===== src/hw/rtl/vvh_pkg.sv =====
// shared types and constants of the voxel value histogram
`timescale 1ns / 1ps

package vvh_pkg;

    // histogram geometry
    localparam int BIN_COUNT = 1024;
    localparam int BIN_W     = $clog2(BIN_COUNT);

    // fixed field widths
    localparam int IDX_W  = 10;
    localparam int VAL_W  = 32;
    localparam int CNT_W  = 64;
    localparam int KIND_W = 2;

    // configuration port
    localparam int CFG_IDX_W = 1;
    localparam logic [CFG_IDX_W-1:0] REG_MIN_VALUE = 1'd0;
    localparam logic [CFG_IDX_W-1:0] REG_BIN_SCALE = 1'd1;
    localparam logic [VAL_W-1:0]     MIN_VALUE_RST = 32'd0;
    localparam logic [VAL_W-1:0]     BIN_SCALE_RST = 32'd65536;

    // input word kinds
    localparam logic [KIND_W-1:0] KIND_SAMPLE = 2'd0;
    localparam logic [KIND_W-1:0] KIND_READ   = 2'd1;
    localparam logic [KIND_W-1:0] KIND_CLEAR  = 2'd2;

    // job queue between front and back, depth a power of two
    localparam int Q_DEPTH = 4;
    localparam int Q_AW    = $clog2(Q_DEPTH);
    localparam int Q_LW    = Q_AW + 1;

    // operations carried out by the back end
    typedef enum logic [1:0] {
        OP_COUNT = 2'd0,
        OP_READ  = 2'd1,
        OP_CLEAR = 2'd2,
        OP_PEAK  = 2'd3
    } t_op;

    // classified job
    typedef struct packed {
        t_op              op;
        logic [BIN_W-1:0] bin;
        logic [IDX_W-1:0] idx;
        logic             clamped;
        logic             skipped;
        logic             hit;
    } t_job;

endpackage


===== src/hw/rtl/vvh_queue.sv =====
// short job queue between front and back end
`timescale 1ns / 1ps

module vvh_queue (
    input  logic          i_clk,
    input  logic          i_rst_n,
    input  logic          i_push,
    input  vvh_pkg::t_job i_job,
    output logic          o_full,
    input  logic          i_pop,
    output vvh_pkg::t_job o_head,
    output logic          o_empty
);

    vvh_pkg::t_job              r_slot [vvh_pkg::Q_DEPTH];
    logic [vvh_pkg::Q_AW-1:0]   r_wr_ptr;
    logic [vvh_pkg::Q_AW-1:0]   r_rd_ptr;
    logic [vvh_pkg::Q_LW-1:0]   r_level;

    assign o_full  = (r_level == vvh_pkg::Q_LW'(vvh_pkg::Q_DEPTH));
    assign o_empty = (r_level == '0);
    assign o_head  = r_slot[r_rd_ptr];

    // pointers and fill level
    always_ff @(posedge i_clk) begin
        if (!i_rst_n) begin
            r_wr_ptr <= '0;
            r_rd_ptr <= '0;
            r_level  <= '0;
        end else begin
            if (i_push) begin
                r_wr_ptr <= r_wr_ptr + 1'b1;
            end
            if (i_pop) begin
                r_rd_ptr <= r_rd_ptr + 1'b1;
            end
            if (i_push && !i_pop) begin
                r_level <= r_level + 1'b1;
            end else if (!i_push && i_pop) begin
                r_level <= r_level - 1'b1;
            end
        end
    end

    // slot storage
    always_ff @(posedge i_clk) begin
        if (i_push) begin
            r_slot[r_wr_ptr] <= i_job;
        end
    end

endmodule


===== config.mk =====
export PLATFORM = sky130hd
export DESIGN_NAME = vvh_queue
export DESIGN_NICKNAME = d
export VERILOG_FILES = /design/src/hw/rtl/vvh_pkg.sv /design/src/hw/rtl/vvh_queue.sv
export SDC_FILE = /design/constraint.sdc
export NUM_CORES = 1
export LEC_CHECK = 0
export CAP_MARGIN = 20
export CORE_MARGIN = 4
export CORE_UTILIZATION = 67
export DETAILED_ROUTE_END_ITERATION = 6
export DONT_BUFFER_PORTS = 1
export GPL_TIMING_DRIVEN = 1
export PLACE_DENSITY = 0.8
export SYNTH_ARGS = -nofsm -noshare
export SYNTH_HDL_FRONTEND = slang
export SYNTH_SLANG_ARGS = --single-unit

===== constraint.sdc =====
create_clock -name i_clk -period 3.3 [get_ports i_clk]
set_input_delay 0.495 -clock i_clk [delete_from_list [all_inputs] [get_ports i_clk]]
set_output_delay 0.495 -clock i_clk [all_outputs]
set_load 0.1 [all_outputs]

======== Word level (Yosys, flattened, before mapping) ========
Memory sizes are Yosys's and may differ from the RTL's. A register that Yosys moved wholly into a read port is not among the register bits.
Cells that the tools add are included.
word-level totals
  word-level logic and storage cells ...... 21
  memories ................................ 1
  register bits ........................... 7
  bits in read-only memories .............. 0
  output and inout port bits .............. 27
  bits in latches ......................... 0
  bits of input ports ..................... 29
  memory bits (writable) .................. 100
cells by class
  multipliers ............................. 0
  reductions and logical operators ........ 6
  div/mod/pow operators ................... 0
  shift operators ......................... 0
  bitwise logic cells ..................... 0
  add/subtract/negate cells ............... 4
  multiplexer cells ....................... 6
  order comparisons ....................... 0
  equality and inequality tests ........... 1
memories
  memory  depth  bits a word  read ports  clocked after memory_dff  write ports  RTL line         source
  r_slot  4      25           1           1                         1            vvh_queue.sv:15  vvh_pkg::t_job r_slot [vvh_pkg::Q_DEPTH];
operators by type and width
  operator             count
  $mux 3               2
  $add 2x1->2 const B  2
  $mux 2               2
  $add 3x1->3 const B  1
  $eq 3x3->1 const B   1
  $logic_not 3->1      1
  $sub 3x1->3 const B  1
  $logic_and 1x1->1    2
  $logic_not 1->1      2
  $mux 1               2
  $reduce_bool 2->1    1

======== Logic depth before layout (Yosys ltp) ========
  depth after elaboration ................. 4
  gate-level depth with buffers ........... 7
  mapped depth without buffers ............ 7

======== Least setup slack after synthesis ========
Ideal clock, no wire load.
  path kind ............................... reg2out
  start point ............................. reg r_level[0] in the netlist's numbering
  end point ............................... out o_full
  arrival time ............................ 2553 ps
  cell stages (with the launch flop) ...... 2
  path slack .............................. 252 ps
  buffers on the path ..................... 0
  data required time ...................... 2805 ps
  path through ............................ dfxtp_1 -> nor3b_1
on the way
  cells in the longest elaborated chain, start to end .. 1
ends and longest elaborated chain
  item                      RTL line         source
  start: declaration        vvh_queue.sv:18  logic [vvh_pkg::Q_LW-1:0] r_level;
  start signal: assignment  vvh_queue.sv:38  r_level <= r_level + 1'b1;
  start signal: assignment  vvh_queue.sv:40  r_level <= r_level - 1'b1;
  $eq 3x3->1                vvh_queue.sv:20  assign o_full = (r_level == vvh_pkg::Q_LW'(vvh_pkg::Q_DEPTH));
  end: declaration          vvh_queue.sv:9   output logic o_full,
Every way passes these cells.

==> results.cfg <==
[power]
power_mw = 3.001
clkPwrFrac_pct = 25.0
p_leak_nw = 1.450
sw_frac_of_total_pct = 30.89
p_comb_share_pct = 21.2
ir_worst_vdd_v = 0.0004041
power_density_mw_per_mm2 = 673.2
p_int_mw = 2.074
pwr-share-seq_pct = 53.8
p_switching_uw = 927.2

[global_routing]
grt_pass1_vias = 1810
grt_max_degree = 26
antenna_found_initial = 0
grtUsageTotal_pct = 18.27
grt_pass1_wl_microns = 9694
overflow = 0

[floorplanning]
dieWidth_microns = 86.19
core_sq_mm = 0.005921
fp-row-count = 28
ioPinCount = 56
die_h_microns = 86.19
die_area_sq_mm = 0.007429
initial_core_util_pct = 69.19

[timing]
grt_setup_unrepaired = false
hold_viol = 0
fin_skew_ns = 0.004089
tightest_slew_ns = 0.5241
fin_tns_setup_ns = 0
layout_min_cycle_time_ns = 2.597
setup_violations = 0
slew_headroom_pct = 65.14
slew_violations = 0
fmax_mhz = 385.0
finalCritPeriodShare_pct = 78.71

[placement]
placed_cell_area_sq_mm = 0.004268
routabilityCongestion = 0.7199
placed_cells = 256
dpl.hpwl_microns = 4019
port_buffers = 0

[layout]
area_growth_pct = 8.827
utilization_pct = 75.30
fillers = 305
antenna-diode-count = 0
final_cell_count_no_fill = 272
nets = 227
drive_gt1_share_pct = 24.87
fin_area_sq_mm = 0.004458

[logic_synthesis]
synth_common_cells = edfxtp_1, mux4_2, and2_1, dfxtp_1
synth.avg_cell_area_sq_um = 23.54
yosysWarningCount = 0
syn-num-nets = 209
ys_ff_latch = 109
async_flop_share_pct = 0
yosysSeqAreaShare_pct = 77.70
synth_top_area_cell = edfxtp_1
synth_flop_cell = edfxtp_1
synth.distinct_cells = 22
synthTopCellsByArea = edfxtp_1, mux4_2, dfxtp_1
synth_edf_count = 100
synth.cell_area_sq_mm = 0.004096
synth_top_area_share_pct = 73.30
yosysMostFrequentCell = edfxtp_1
synth_cells = 174

[cts]
cts_tree = built
clock_sinks = 109
cts_buffers = 9
cts_resized = 0
clkSlewWorstSetupHoldPaths_ns = 0.09
clk_latency_ns = 0.35
root_buffer = clkbuf_8
hold_buffers = 0
cts_buffer_depth = 2
cts.htree.levels = 3
post_cts.repair.setup_buffers = 0

[critical_path]
crit_type = flop to output pin
critPathLaunchType = flop
cp.required_ns = 2.80
endpoint_kind = output pin
worstPathArrival_ns = 2.10
crit_path_max_fanout = 17

[detailed_routing]
drtPass1Iterations = 4
num_vias = 1644
wl_per_cell_microns = 22.19
drt-initial-drc-count = 112
drt_drc_violations_left = 0
ant_nets = 0
totalWireLength_microns = 6037
viasPerCell = 6.044

[min_path]
hp-class = input port to flop

[run]
drv_cap = 0

[status]
status = completed
==> cell type report <==
cell class	count	area, sq um	area share (%)
sequential	109	3184	71.43
multi-input combinational	55	842.1	18.89
timing repair buffer	13	132.6	2.975
clock buffer	10	127.6	2.863
tap	75	93.84	2.105
clock inverter	6	62.56	1.403
inverter	4	15.01	0.3368
==> power groups by stage <==
| stage | clock network (mW) | registers, mW | logic (mW) |
|---|---|---|---|
| floorplan | 0 | 1.63 | 0.571 |
| global placement | 0 | 1.64 | 0.630 |
| finish | 0.750 | 1.61 | 0.637 |
| CTS | 0.768 | 1.62 | 0.642 |
| detailed placement | 0 | 1.65 | 0.641 |
| global route | 0.842 | 1.62 | 0.658 |
==> through the flow <==
| step | worst slack, ns | hold WS (ns) |
|---|---|---|
| 2_1_floorplan | 0.2522 | 0.4724 |
| 3_3_place_gp | 1.067 | 0.4904 |
| 3_5_place_dp | 1.057 | 0.5323 |
| 4_1_cts | 0.6717 | 0.2149 |
| 5_1_grt | 0.5845 | 0.1890 |
| 6_report | 0.7027 | 0.2313 |
==> path summary, 6_finish.rpt <==
| path | cells after the start | slack (ns) | from | end |
|---|---|---|---|---|
| setup reg to reg | 4 | 1.60 | r_wr_ptr[0] | r_slot[2][3] |
| setup / recovery | 3 | 0.70 | flop | o_head[11] |
| hold reg to reg | 2 | 0.55 | r_level[2] | r_level[2] |
| hold / removal | 0 | 0.23 | i_job[21] | r_slot[2][21] |
==> critical path: stages (launching register included) <==
cell and delay [ns]:
dfxtp_2 0.51, buf_4 0.38, mux4_1 0.60, buf_4 0.25
==> routing by layer <==
metal / vias up / GRT usage (%) / part of all wire (%)
met3: 11 / 5.323 / 6.4
li1: 742 / - / -
met4: 0 / 8.499 / 2.0
met1: 841 / 24.01 / 40
met5: - / 0 / 0
met2: 50 / 28.73 / 52
==> layout by cell type (no fill, tap or decap) <==
master      Yosys  final
a21boi_0        1      1
and2_1          9      9
buf_4           0     11
bufinv_16       0      1
clkbuf_1        0      1
clkbuf_16       0      2
clkbuf_8        0      9
clkinv_1        0      2
clkinv_4        0      1
clkinvlp_4      0      1
dfxtp_1         9      8
dfxtp_2         0      1
edfxtp_1      100    100
fa_1            1      1
ha_1            5      5
inv_1           4      4
inv_6           0      1
mux2i_1         2      2
mux4_1          5      5
mux4_2         20     20
nand2_1         1      1
nor2b_1         2      2
nor3_2          0      1
nor3b_2         0      1
o21ai_0         1      1
or3_1           1      1
xnor2_1         2      2
xor2_1          3      3
==> flip-flops by register name (all words and copies together) (netlist names), named ones only <==
register	count
r_slot	100
r_level	3
r_rd_ptr	2
r_wr_ptr	2
==> cell families after synthesis <==
| group | after synthesis | synth area share, % |
|---|---|---|
| xor gates and xnor gates | 5 | 1.069 |
| muxes | 27 | 14.69 |
| buffers and inverters | 10 | 1.985 |
| AOI/OAI and AO/OA | 2 | 0.3054 |
| and+or+nand+nor | 15 | 2.230 |
| DFF | 109 | 77.70 |
| adders and majority gates | 6 | 2.016 |
No activity file was read; power rests on OpenSTA's default activity.
