File: src/hw/rtl/vvh_pkg.sv
// shared types and constants of the voxel value histogram
`timescale 1ns / 1ps

package vvh_pkg;

    // histogram geometry
    localparam int BIN_COUNT = 1024;
    localparam int BIN_W     = $clog2(BIN_COUNT);

    // fixed field widths
    localparam int IDX_W  = 10;
    localparam int VAL_W  = 32;
    localparam int CNT_W  = 64;
    localparam int KIND_W = 2;

    // configuration port
    localparam int CFG_IDX_W = 1;
    localparam logic [CFG_IDX_W-1:0] REG_MIN_VALUE = 1'd0;
    localparam logic [CFG_IDX_W-1:0] REG_BIN_SCALE = 1'd1;
    localparam logic [VAL_W-1:0]     MIN_VALUE_RST = 32'd0;
    localparam logic [VAL_W-1:0]     BIN_SCALE_RST = 32'd65536;

    // input word kinds
    localparam logic [KIND_W-1:0] KIND_SAMPLE = 2'd0;
    localparam logic [KIND_W-1:0] KIND_READ   = 2'd1;
    localparam logic [KIND_W-1:0] KIND_CLEAR  = 2'd2;

    // job queue between front and back, depth a power of two
    localparam int Q_DEPTH = 4;
    localparam int Q_AW    = $clog2(Q_DEPTH);
    localparam int Q_LW    = Q_AW + 1;

    // operations carried out by the back end
    typedef enum logic [1:0] {
        OP_COUNT = 2'd0,
        OP_READ  = 2'd1,
        OP_CLEAR = 2'd2,
        OP_PEAK  = 2'd3
    } t_op;

    // classified job
    typedef struct packed {
        t_op              op;
        logic [BIN_W-1:0] bin;
        logic [IDX_W-1:0] idx;
        logic             clamped;
        logic             skipped;
        logic             hit;
    } t_job;

endpackage

File: src/hw/rtl/vvh_front.sv
// front end: config registers, accept, bin computation and classification
`timescale 1ns / 1ps

module vvh_front (
    input  logic                              i_clk,
    input  logic                              i_rst_n,
    input  logic                              i_cfg_we,
    input  logic [vvh_pkg::CFG_IDX_W-1:0]     i_cfg_index,
    input  logic [vvh_pkg::VAL_W-1:0]         i_cfg_data,
    input  logic                              i_in_valid,
    output logic                              o_in_stall,
    input  logic [vvh_pkg::KIND_W-1:0]        i_kind,
    input  logic signed [vvh_pkg::VAL_W-1:0]  i_value,
    input  logic                              i_active,
    input  logic [vvh_pkg::IDX_W-1:0]         i_read_bin,
    output logic                              o_push,
    output vvh_pkg::t_job                     o_job,
    input  logic                              i_full
);

    logic [vvh_pkg::VAL_W-1:0] r_min_value;
    logic [vvh_pkg::VAL_W-1:0] r_bin_scale;

    // stage 1: difference and magnitude
    logic                        r_s1_valid;
    logic [vvh_pkg::KIND_W-1:0]  r_s1_kind;
    logic                        r_s1_active;
    logic [vvh_pkg::IDX_W-1:0]   r_s1_read_bin;
    logic                        r_s1_neg;
    logic [vvh_pkg::VAL_W-1:0]   r_s1_mag;

    // stage 2: product
    logic                        r_s2_valid;
    logic [vvh_pkg::KIND_W-1:0]  r_s2_kind;
    logic                        r_s2_active;
    logic [vvh_pkg::IDX_W-1:0]   r_s2_read_bin;
    logic                        r_s2_neg;
    logic [2*vvh_pkg::VAL_W-1:0] r_s2_prod;

    logic                        w_accept;
    logic                        w_s1_move;
    logic [vvh_pkg::VAL_W:0]     w_diff;
    logic                        w_neg;
    logic [vvh_pkg::VAL_W:0]     w_abs;
    logic [2*vvh_pkg::VAL_W-1:0] w_prod;
    logic [vvh_pkg::VAL_W-1:0]   w_whole;
    vvh_pkg::t_job               w_job;

    // configuration writes
    always_ff @(posedge i_clk) begin
        if (!i_rst_n) begin
            r_min_value <= vvh_pkg::MIN_VALUE_RST;
            r_bin_scale <= vvh_pkg::BIN_SCALE_RST;
        end else if (i_cfg_we) begin
            case (i_cfg_index)
                vvh_pkg::REG_MIN_VALUE: r_min_value <= i_cfg_data;
                vvh_pkg::REG_BIN_SCALE: r_bin_scale <= i_cfg_data;
                default: ;
            endcase
        end
    end

    // pipeline flow
    assign o_push     = r_s2_valid && !i_full;
    assign w_s1_move  = r_s1_valid && (!r_s2_valid || o_push);
    assign o_in_stall = r_s1_valid && !w_s1_move;
    assign w_accept   = i_in_valid && !o_in_stall;

    always_ff @(posedge i_clk) begin
        if (!i_rst_n) begin
            r_s1_valid <= 1'b0;
            r_s2_valid <= 1'b0;
        end else begin
            r_s1_valid <= w_accept || (r_s1_valid && !w_s1_move);
            r_s2_valid <= w_s1_move || (r_s2_valid && !o_push);
        end
    end

    // signed difference at 33 bits and its magnitude
    assign w_diff = {i_value[vvh_pkg::VAL_W-1], i_value}
                  - {r_min_value[vvh_pkg::VAL_W-1], r_min_value};
    assign w_neg  = w_diff[vvh_pkg::VAL_W];
    assign w_abs  = w_neg ? ((vvh_pkg::VAL_W+1)'(0) - w_diff) : w_diff;

    always_ff @(posedge i_clk) begin
        if (w_accept) begin
            r_s1_kind     <= i_kind;
            r_s1_active   <= i_active;
            r_s1_read_bin <= i_read_bin;
            r_s1_neg      <= w_neg;
            r_s1_mag      <= w_abs[vvh_pkg::VAL_W-1:0];
        end
    end

    // q32.32 product of magnitude and scale
    assign w_prod = r_s1_mag * r_bin_scale;

    always_ff @(posedge i_clk) begin
        if (w_s1_move) begin
            r_s2_kind     <= r_s1_kind;
            r_s2_active   <= r_s1_active;
            r_s2_read_bin <= r_s1_read_bin;
            r_s2_neg      <= r_s1_neg;
            r_s2_prod     <= w_prod;
        end
    end

    // classify into a back-end job
    assign w_whole = r_s2_prod[2*vvh_pkg::VAL_W-1:vvh_pkg::VAL_W];

    always_comb begin
        w_job         = '0;
        w_job.op      = vvh_pkg::OP_PEAK;
        case (r_s2_kind)
            vvh_pkg::KIND_SAMPLE: begin
                if (!r_s2_active) begin
                    w_job.skipped = 1'b1;
                end else begin
                    w_job.op = vvh_pkg::OP_COUNT;
                    if (r_s2_neg) begin
                        w_job.bin     = '0;
                        w_job.clamped = (w_whole != '0);
                    end else if (w_whole >= vvh_pkg::VAL_W'(vvh_pkg::BIN_COUNT)) begin
                        w_job.bin     = vvh_pkg::BIN_W'(vvh_pkg::BIN_COUNT - 1);
                        w_job.clamped = 1'b1;
                    end else begin
                        w_job.bin = vvh_pkg::BIN_W'(w_whole);
                    end
                    w_job.idx = vvh_pkg::IDX_W'(w_job.bin);
                end
            end
            vvh_pkg::KIND_READ: begin
                w_job.op  = vvh_pkg::OP_READ;
                w_job.bin = vvh_pkg::BIN_W'(r_s2_read_bin);
                w_job.idx = r_s2_read_bin;
                w_job.hit = (vvh_pkg::VAL_W'(r_s2_read_bin)
                             < vvh_pkg::VAL_W'(vvh_pkg::BIN_COUNT));
            end
            vvh_pkg::KIND_CLEAR: begin
                w_job.op = vvh_pkg::OP_CLEAR;
            end
            default: ;
        endcase
    end

    assign o_job = w_job;

endmodule

File: config.mk
export PLATFORM = sky130hd
export DESIGN_NAME = vvh_front
export DESIGN_NICKNAME = d
export VERILOG_FILES = /design/src/hw/rtl/vvh_pkg.sv /design/src/hw/rtl/vvh_front.sv
export SDC_FILE = /design/constraint.sdc
export NUM_CORES = 2
export LEC_CHECK = 0
export BUFFER_PORTS_ARGS = -buffer_cell sky130_fd_sc_hd__buf_2
export CAP_MARGIN = 20
export CORE_ASPECT_RATIO = 2
export CORE_MARGIN = 3
export CORE_UTILIZATION = 50
export CTS_CLUSTER_SIZE = 30
export DETAILED_ROUTE_END_ITERATION = 8
export PLACE_DENSITY = 0.68
export REMOVE_ABC_BUFFERS = 1
export SLEW_MARGIN = 25
export SYNTH_ARGS = -nofsm -noshare
export SYNTH_HDL_FRONTEND = slang
export SYNTH_SLANG_ARGS = --single-unit
export TNS_END_PERCENT = 50
File: constraint.sdc
create_clock -name i_clk -period 8.12 [get_ports i_clk]
set_input_delay 1.624 -clock i_clk [delete_from_list [all_inputs] [get_ports i_clk]]
set_output_delay 1.624 -clock i_clk [all_outputs]
set_load 0.02 [all_outputs]
# == Word-level counts from Yosys, hierarchy flattened ==
# Index checks and enable logic that the tools add are counted.
# classes
n_addsub,2
multipliers,1
magnitude_cmp,1
n_eq_ne,2
n_mux,11
n_bitwise,1
reduce_logical,17
# op_table
cell,n
$mul A32 B32 Y64,1
$pmux W20 S2,1
$sub A32 B32 Y33,1
$ge A32 B11 Y1 const B,1
$mux W32,1
$reduce_bool A32 Y1,1
$sub A1 B32 Y32 const A,1
$mux W23,1
$mux W10,2
$pmux W2 S3,1
$logic_and A1 B1 Y1,5
$logic_not A1 Y1,5
$mux W1,4
$reduce_and A2 Y1,2
$logic_or A1 B1 Y1,3
$eq A2 B1 Y1 const B,1
$eq A2 B2 Y1 const B,1
$logic_not A2 Y1,1
$mux W2,1
$not A1 Y1,1
# word_totals
ff_bits,190
output_inout_bits,27
wordCells,49

# == Longest topological paths before layout ==
# depth
word_depth,9
depth_mapped,30

# == Worst setup path after synthesis ==
# OpenSTA, ideal clock, no wires.
# synth_timing
path_type,reg-to-reg
startpoint,register r_s1_mag[29] in the netlist's numbering
endpoint,"register r_s2_prod[57] in the netlist's numbering, data pin"
setup_ns,0.258
t_arrival_ns,7.154
slack_ns,0.707
stages_incl_launch_ff,28
path_cell_list,edfxtp_1 clkbuf_1 nand2_1 fa_1 inv_1 fa_1 inv_1 fa_1 fa_1 inv_1 fa_1 fa_1 fa_1 inv_1 fa_1 inv_1 ha_1 nand4_1 nor2_1 nand2_1 nor4_1 o2111ai_1 a21boi_1 a21oi_1 o21ai_1 a21oi_1 o21ba_2 xnor2_1
# synth_between
elab_chain_len,1
# synth_rtl
element,line,source
from (decl),vvh_front.sv:30,logic [vvh_pkg::VAL_W-1:0] r_s1_mag;
from (signal assigned),vvh_front.sv:91,r_s1_mag <= w_abs[vvh_pkg::VAL_W-1:0];
$mul A32 B32 Y64,vvh_front.sv:96,assign w_prod = r_s1_mag * r_bin_scale;
"net w_prod, one bit",vvh_front.sv:45,logic [2*vvh_pkg::VAL_W-1:0] w_prod;
to (signal assigned),vvh_front.sv:104,r_s2_prod <= w_prod;
to (decl),vvh_front.sv:38,logic [2*vvh_pkg::VAL_W-1:0] r_s2_prod;
# The timed path passes the listed nets, and every way through them passes these cells.
# A chain may end at the register's enable or synchronous reset.

# == Worst setup path in the final report ==
# layout_timing
startpoint,register r_bin_scale[25] in the netlist's numbering
endpoint,"register r_s2_prod[58] in the netlist's numbering, data pin"
# layout_between
elab_chain_len,1
# layout_rtl
element,line,source
from (decl),vvh_front.sv:22,logic [vvh_pkg::VAL_W-1:0] r_bin_scale;
from (signal assigned),vvh_front.sv:53,r_bin_scale <= vvh_pkg::BIN_SCALE_RST;
from (signal assigned),vvh_front.sv:57,vvh_pkg::REG_BIN_SCALE: r_bin_scale <= i_cfg_data;
$mul A32 B32 Y64,vvh_front.sv:96,
"net w_prod, one bit",vvh_front.sv:45,
# The timed path passes the listed nets, and every way through them passes these cells.

==> results.json <==
{
  "post_synthesis_cells": 4325,
  "finalCriticalPeriod_ns": 7.926,
  "numPortBuffers": 109,
  "rows": 146,
  "synth_top_family_by_area": "adder cells",
  "grt_start_max_net_pins": 67,
  "worstPathArrival_ns": 8.20,
  "worst_case_vdd_ir_drop_mv": 0.4853,
  "clock_tree_from_tritoncts": "done",
  "finalCritPeriodShare_pct": 97.61,
  "grtUsageTotal_pct": 30.44,
  "synthTopCellsByArea": "fa_1 (45%), and2_1 (9.5%), ha_1 (9.1%), inv_1 (8.6%), edfxtp_1 (6.9%)",
  "timing.critical_path.slowest_stage_cell": "fa_1",
  "gpl.final_weighted_congestion": 0.9724,
  "setup.worst_path.start_class": "register",
  "die-area_um2": 84020,
  "placed_cells": 5390,
  "htreeDepth": 4,
  "cpPeakStageDelay_ns": 0.62,
  "critPathKind": "register to register",
  "cellLeakagePower_nw": 21.19,
  "drt-initial-drc-count": 1477,
  "setup_total_negative_slack_ns": 0,
  "crit_fanout": 19,
  "report.final.slew_viol_count": 0,
  "drt_wl_total_um": 123000,
  "num-nets-final": 5660,
  "antenna_found_initial": 5,
  "dpl.hpwl_um": 104900,
  "crit_path_cell_trace": "buf_4, buf_4, nand2_1, fa_1, inv_1, fa_1, fa_1, fa_1, fa_1, fa_1, fa_1, ha_1, ha_1, a21o_1, a21o_1, a21o_1, a21o_1, a21oi_1, o21ai_0, a211oi_1, nor2_1, a211o_1, a221oi_1, xnor2_1",
  "globalRoute.totalOverflow": 0,
  "area_growth_from_synthesis_to_layout_pct": 7.833,
  "clk_pin_slew_ns": 0.07,
  "synth_compound_gate_area_share_pct": 5.333,
  "drive_gt1_share_pct": 8.102,
  "status": "complete, no violations",
  "dpl_cell_area_um2": 42510,
  "post_synthesis_register_bit_count": 158,
  "hold_viol": 0,
  "worst_hold_path_cells": 0,
  "dr.pass1.iters": 9,
  "post_synth_mux_area_share_pct": 0,
  "routed_vias": 29910,
  "insertion_delay_of_the_later_clocked_pin_in_the_worst_skew_pair_ns": 0.54,
  "ys_async_sr_fraction_pct": 0,
  "hold_path_class": "register to register",
  "finalHoldWorstSlack_ns": 0.4170,
  "antenna_violating_nets_post_route": 0,
  "ys_seq_area_share_pct": 10.16,
  "worst_pin_slew_ns": 1.030,
  "post-synth-top-area-fraction_pct": 44.63,
  "grt_first_pass_wirelength_um": 187100,
  "final-setup-viol-count": 0,
  "tritoncts_num_sinks": 158,
  "synth_largest_area_cell": "fa_1",
  "num_io_pins": 110,
  "antennaDiodeCount": 0,
  "core_area_um2": 79460,
  "synth_fa_ha_area_share_pct": 53.76,
  "rsz0062_at_grt": "false",
  "syn-mean-instance-area_um2": 9.292,
  "initial_utilization_pct": 50.57,
  "detail_route.drc_violations": 0,
  "synth_cell_types": 76,
  "finalClockSkew_ns": 0.01794,
  "power_density_nw_per_um2": 291.5,
  "die_x_um": 206.5,
  "max-cap-violations": 0,
  "synth_simple_gate_area_share_pct": 17.83,
  "max_freq_mhz": 126.2,
  "clock_tree.buffer_depth": 3,
  "critPathMostFrequentCell": "fa_1",
  "reg2regPathDepth": 24,
  "synth_top_flop_cell": "edfxtp_1",
  "synth_area_um2": 40190,
  "cts.hold.buffers_added": 0,
  "r2r_setup_slack_ns": 0.19,
  "synthesis.yosys.warnings": 0,
  "cts_inserted_buffers": 25,
  "detail_route.vias_per_cell": 5.508,
  "cts-root-buf": "clkbuf_16",
  "fill_cells": 7184,
  "finalInstanceArea_um2": 43340,
  "placement.setup.worst_slack_ns": 0.1058,
  "routedWlPerCell_um": 22.65,
  "setup.worst_path.end_class": "register",
  "final_cells": 5430,
  "synth_enable_flop_cells": 92,
  "grt_pass1_vias": 33507,
  "yosys.area_share.xor_xnor_pct": 1.958,
  "max_slew_margin_pct": 31.08,
  "layout_setup_ws_ns": 0.1940,
  "cp.required_ns": 8.39,
  "die_height_um": 406.9
}
## critical path, delay by kind of cell, from the launching register on
kind	cells	cell delay, ns
AND/OR/NAND/NOR	2	0.20
flip-flops	1	0.60
adder cells (fa/ha/maj)	9	4.26
XOR/XNOR	1	0.10
buffers and inverters	3	0.61
AO/OA/AOI/OAI	9	1.90
## cells in the mapped netlist (all sizes together) (4+ instances only)
cell,number
inv,918
fa,896
nand2,624
and2,611
ha,293
clkbuf,223
edfxtp,92
a21oi,77
a21boi,66
dfxtp,66
nor2,60
xnor2,60
o21ai,49
a21o,32
xor2,29
nand3,22
buf,18
nor2b,15
nand4,13
nor3,13
nor4,13
a211oi,11
o21a,10
or3,9
and3,8
a31o,7
a31oi,7
nand2b,7
o211ai,7
o2111ai,6
o21bai,6
a311oi,4
or2,4
or4,4
## cells by family after synthesis
| family | Yosys count |
|---|---|
| AND/OR/NAND/NOR | 1415 |
| adder cells (fa/ha/maj) | 1189 |
| buffers and inverters | 1159 |
| AO/OA/AOI/OAI | 315 |
| flip-flops | 158 |
| XOR/XNOR | 89 |
## state kept, by name, summed over array words and instances, names as in the netlist
| signal | count |
|---|---|
| r_s2_neg | 1 |
| r_s2_valid | 1 |
| r_s1_mag | 32 |
| r_s2_active | 1 |
| r_min_value | 32 |
| r_s2_kind | 2 |
| r_s2_read_bin | 10 |
| r_s1_valid | 1 |
| r_s2_prod | 32 |
| r_s1_read_bin | 10 |
| r_s1_kind | 2 |
| r_s1_active | 1 |
| r_bin_scale | 32 |
| r_s1_neg | 1 |
## path summary, 6_finish.rpt
check                                      start                to
worst min register to register  r_s1_read_bin[3]  r_s2_read_bin[3]
worst max register to register   r_bin_scale[25]     r_s2_prod[58]
worst min-delay path            r_s1_read_bin[3]  r_s2_read_bin[3]
worst max-delay path             r_bin_scale[25]     r_s2_prod[58]
## timing repair
action	4_1_cts	5_1_grt
buffers inserted	0	7
endpoints found under the hold margin	0	0
resized for setup	0	26
endpoints found under the setup margin	0	14
## report_power, final
part | total (mW) | leakage (nW) | internal [mW] | switching (mW)
clock network | 0.997 | 0.347 | 0.592 | 0.405
logic | 10.3 | 19.4 | 4.20 | 6.10
registers | 1.33 | 1.43 | 1.23 | 0.0993
## area by class of cell
cell class	instances	area [um2]	share of cell area (%)
clock buffer	27	643.1	1.484
sequential	158	4094	9.447
inverter	918	3446	7.951
clock inverter	6	57.56	0.1328
tap	1036	1296	2.991
multi-input combinational	3008	31770	73.31
timing repair buffer	277	2029	4.683
## metal layers
layer  GRT usage (%)  wire length [um]  up-vias  share of wire [%]
met5               0                12        -             0.0098
met4           30.66             16090        2                 13
met3           3.106              4868      625                4.0
met2           57.04             67360     1105                 55
met1           26.89             34660    15237                 28
li1                -                 -    12941                  -
## per-stage QoR
stage / util, % / total power [mW]
2_1_floorplan: - / 7.620
3_3_place_gp: 53.49 / 11.52
3_5_place_dp: 53.49 / 11.62
4_1_cts: 54.37 / 12.71
5_1_grt: 54.53 / 13.77
6_report: 54.53 / 12.63
## placed cells by master (no fill, tap or decap), drive strengths merged, types with 6 or more instances in the layout
cell and n:
dfxtp 66, buf 275, o21ai 49, nor3 13, xor2 29, o21bai 6
xnor2 60, a21o 32, nand4 13, nor2 60, or3 9, o211ai 7
a211oi 11, a31oi 7, a31o 7, a21boi 66, ha 293, nand2b 7
a21oi 77, nand3 22, o21a 10, clkbuf 29, and2 611, fa 896
nor4 13, and3 8, inv 920, nand2 624, edfxtp 92, o2111ai 6
nor2b 15
Note: power is estimated with default switching activity, not from simulation.
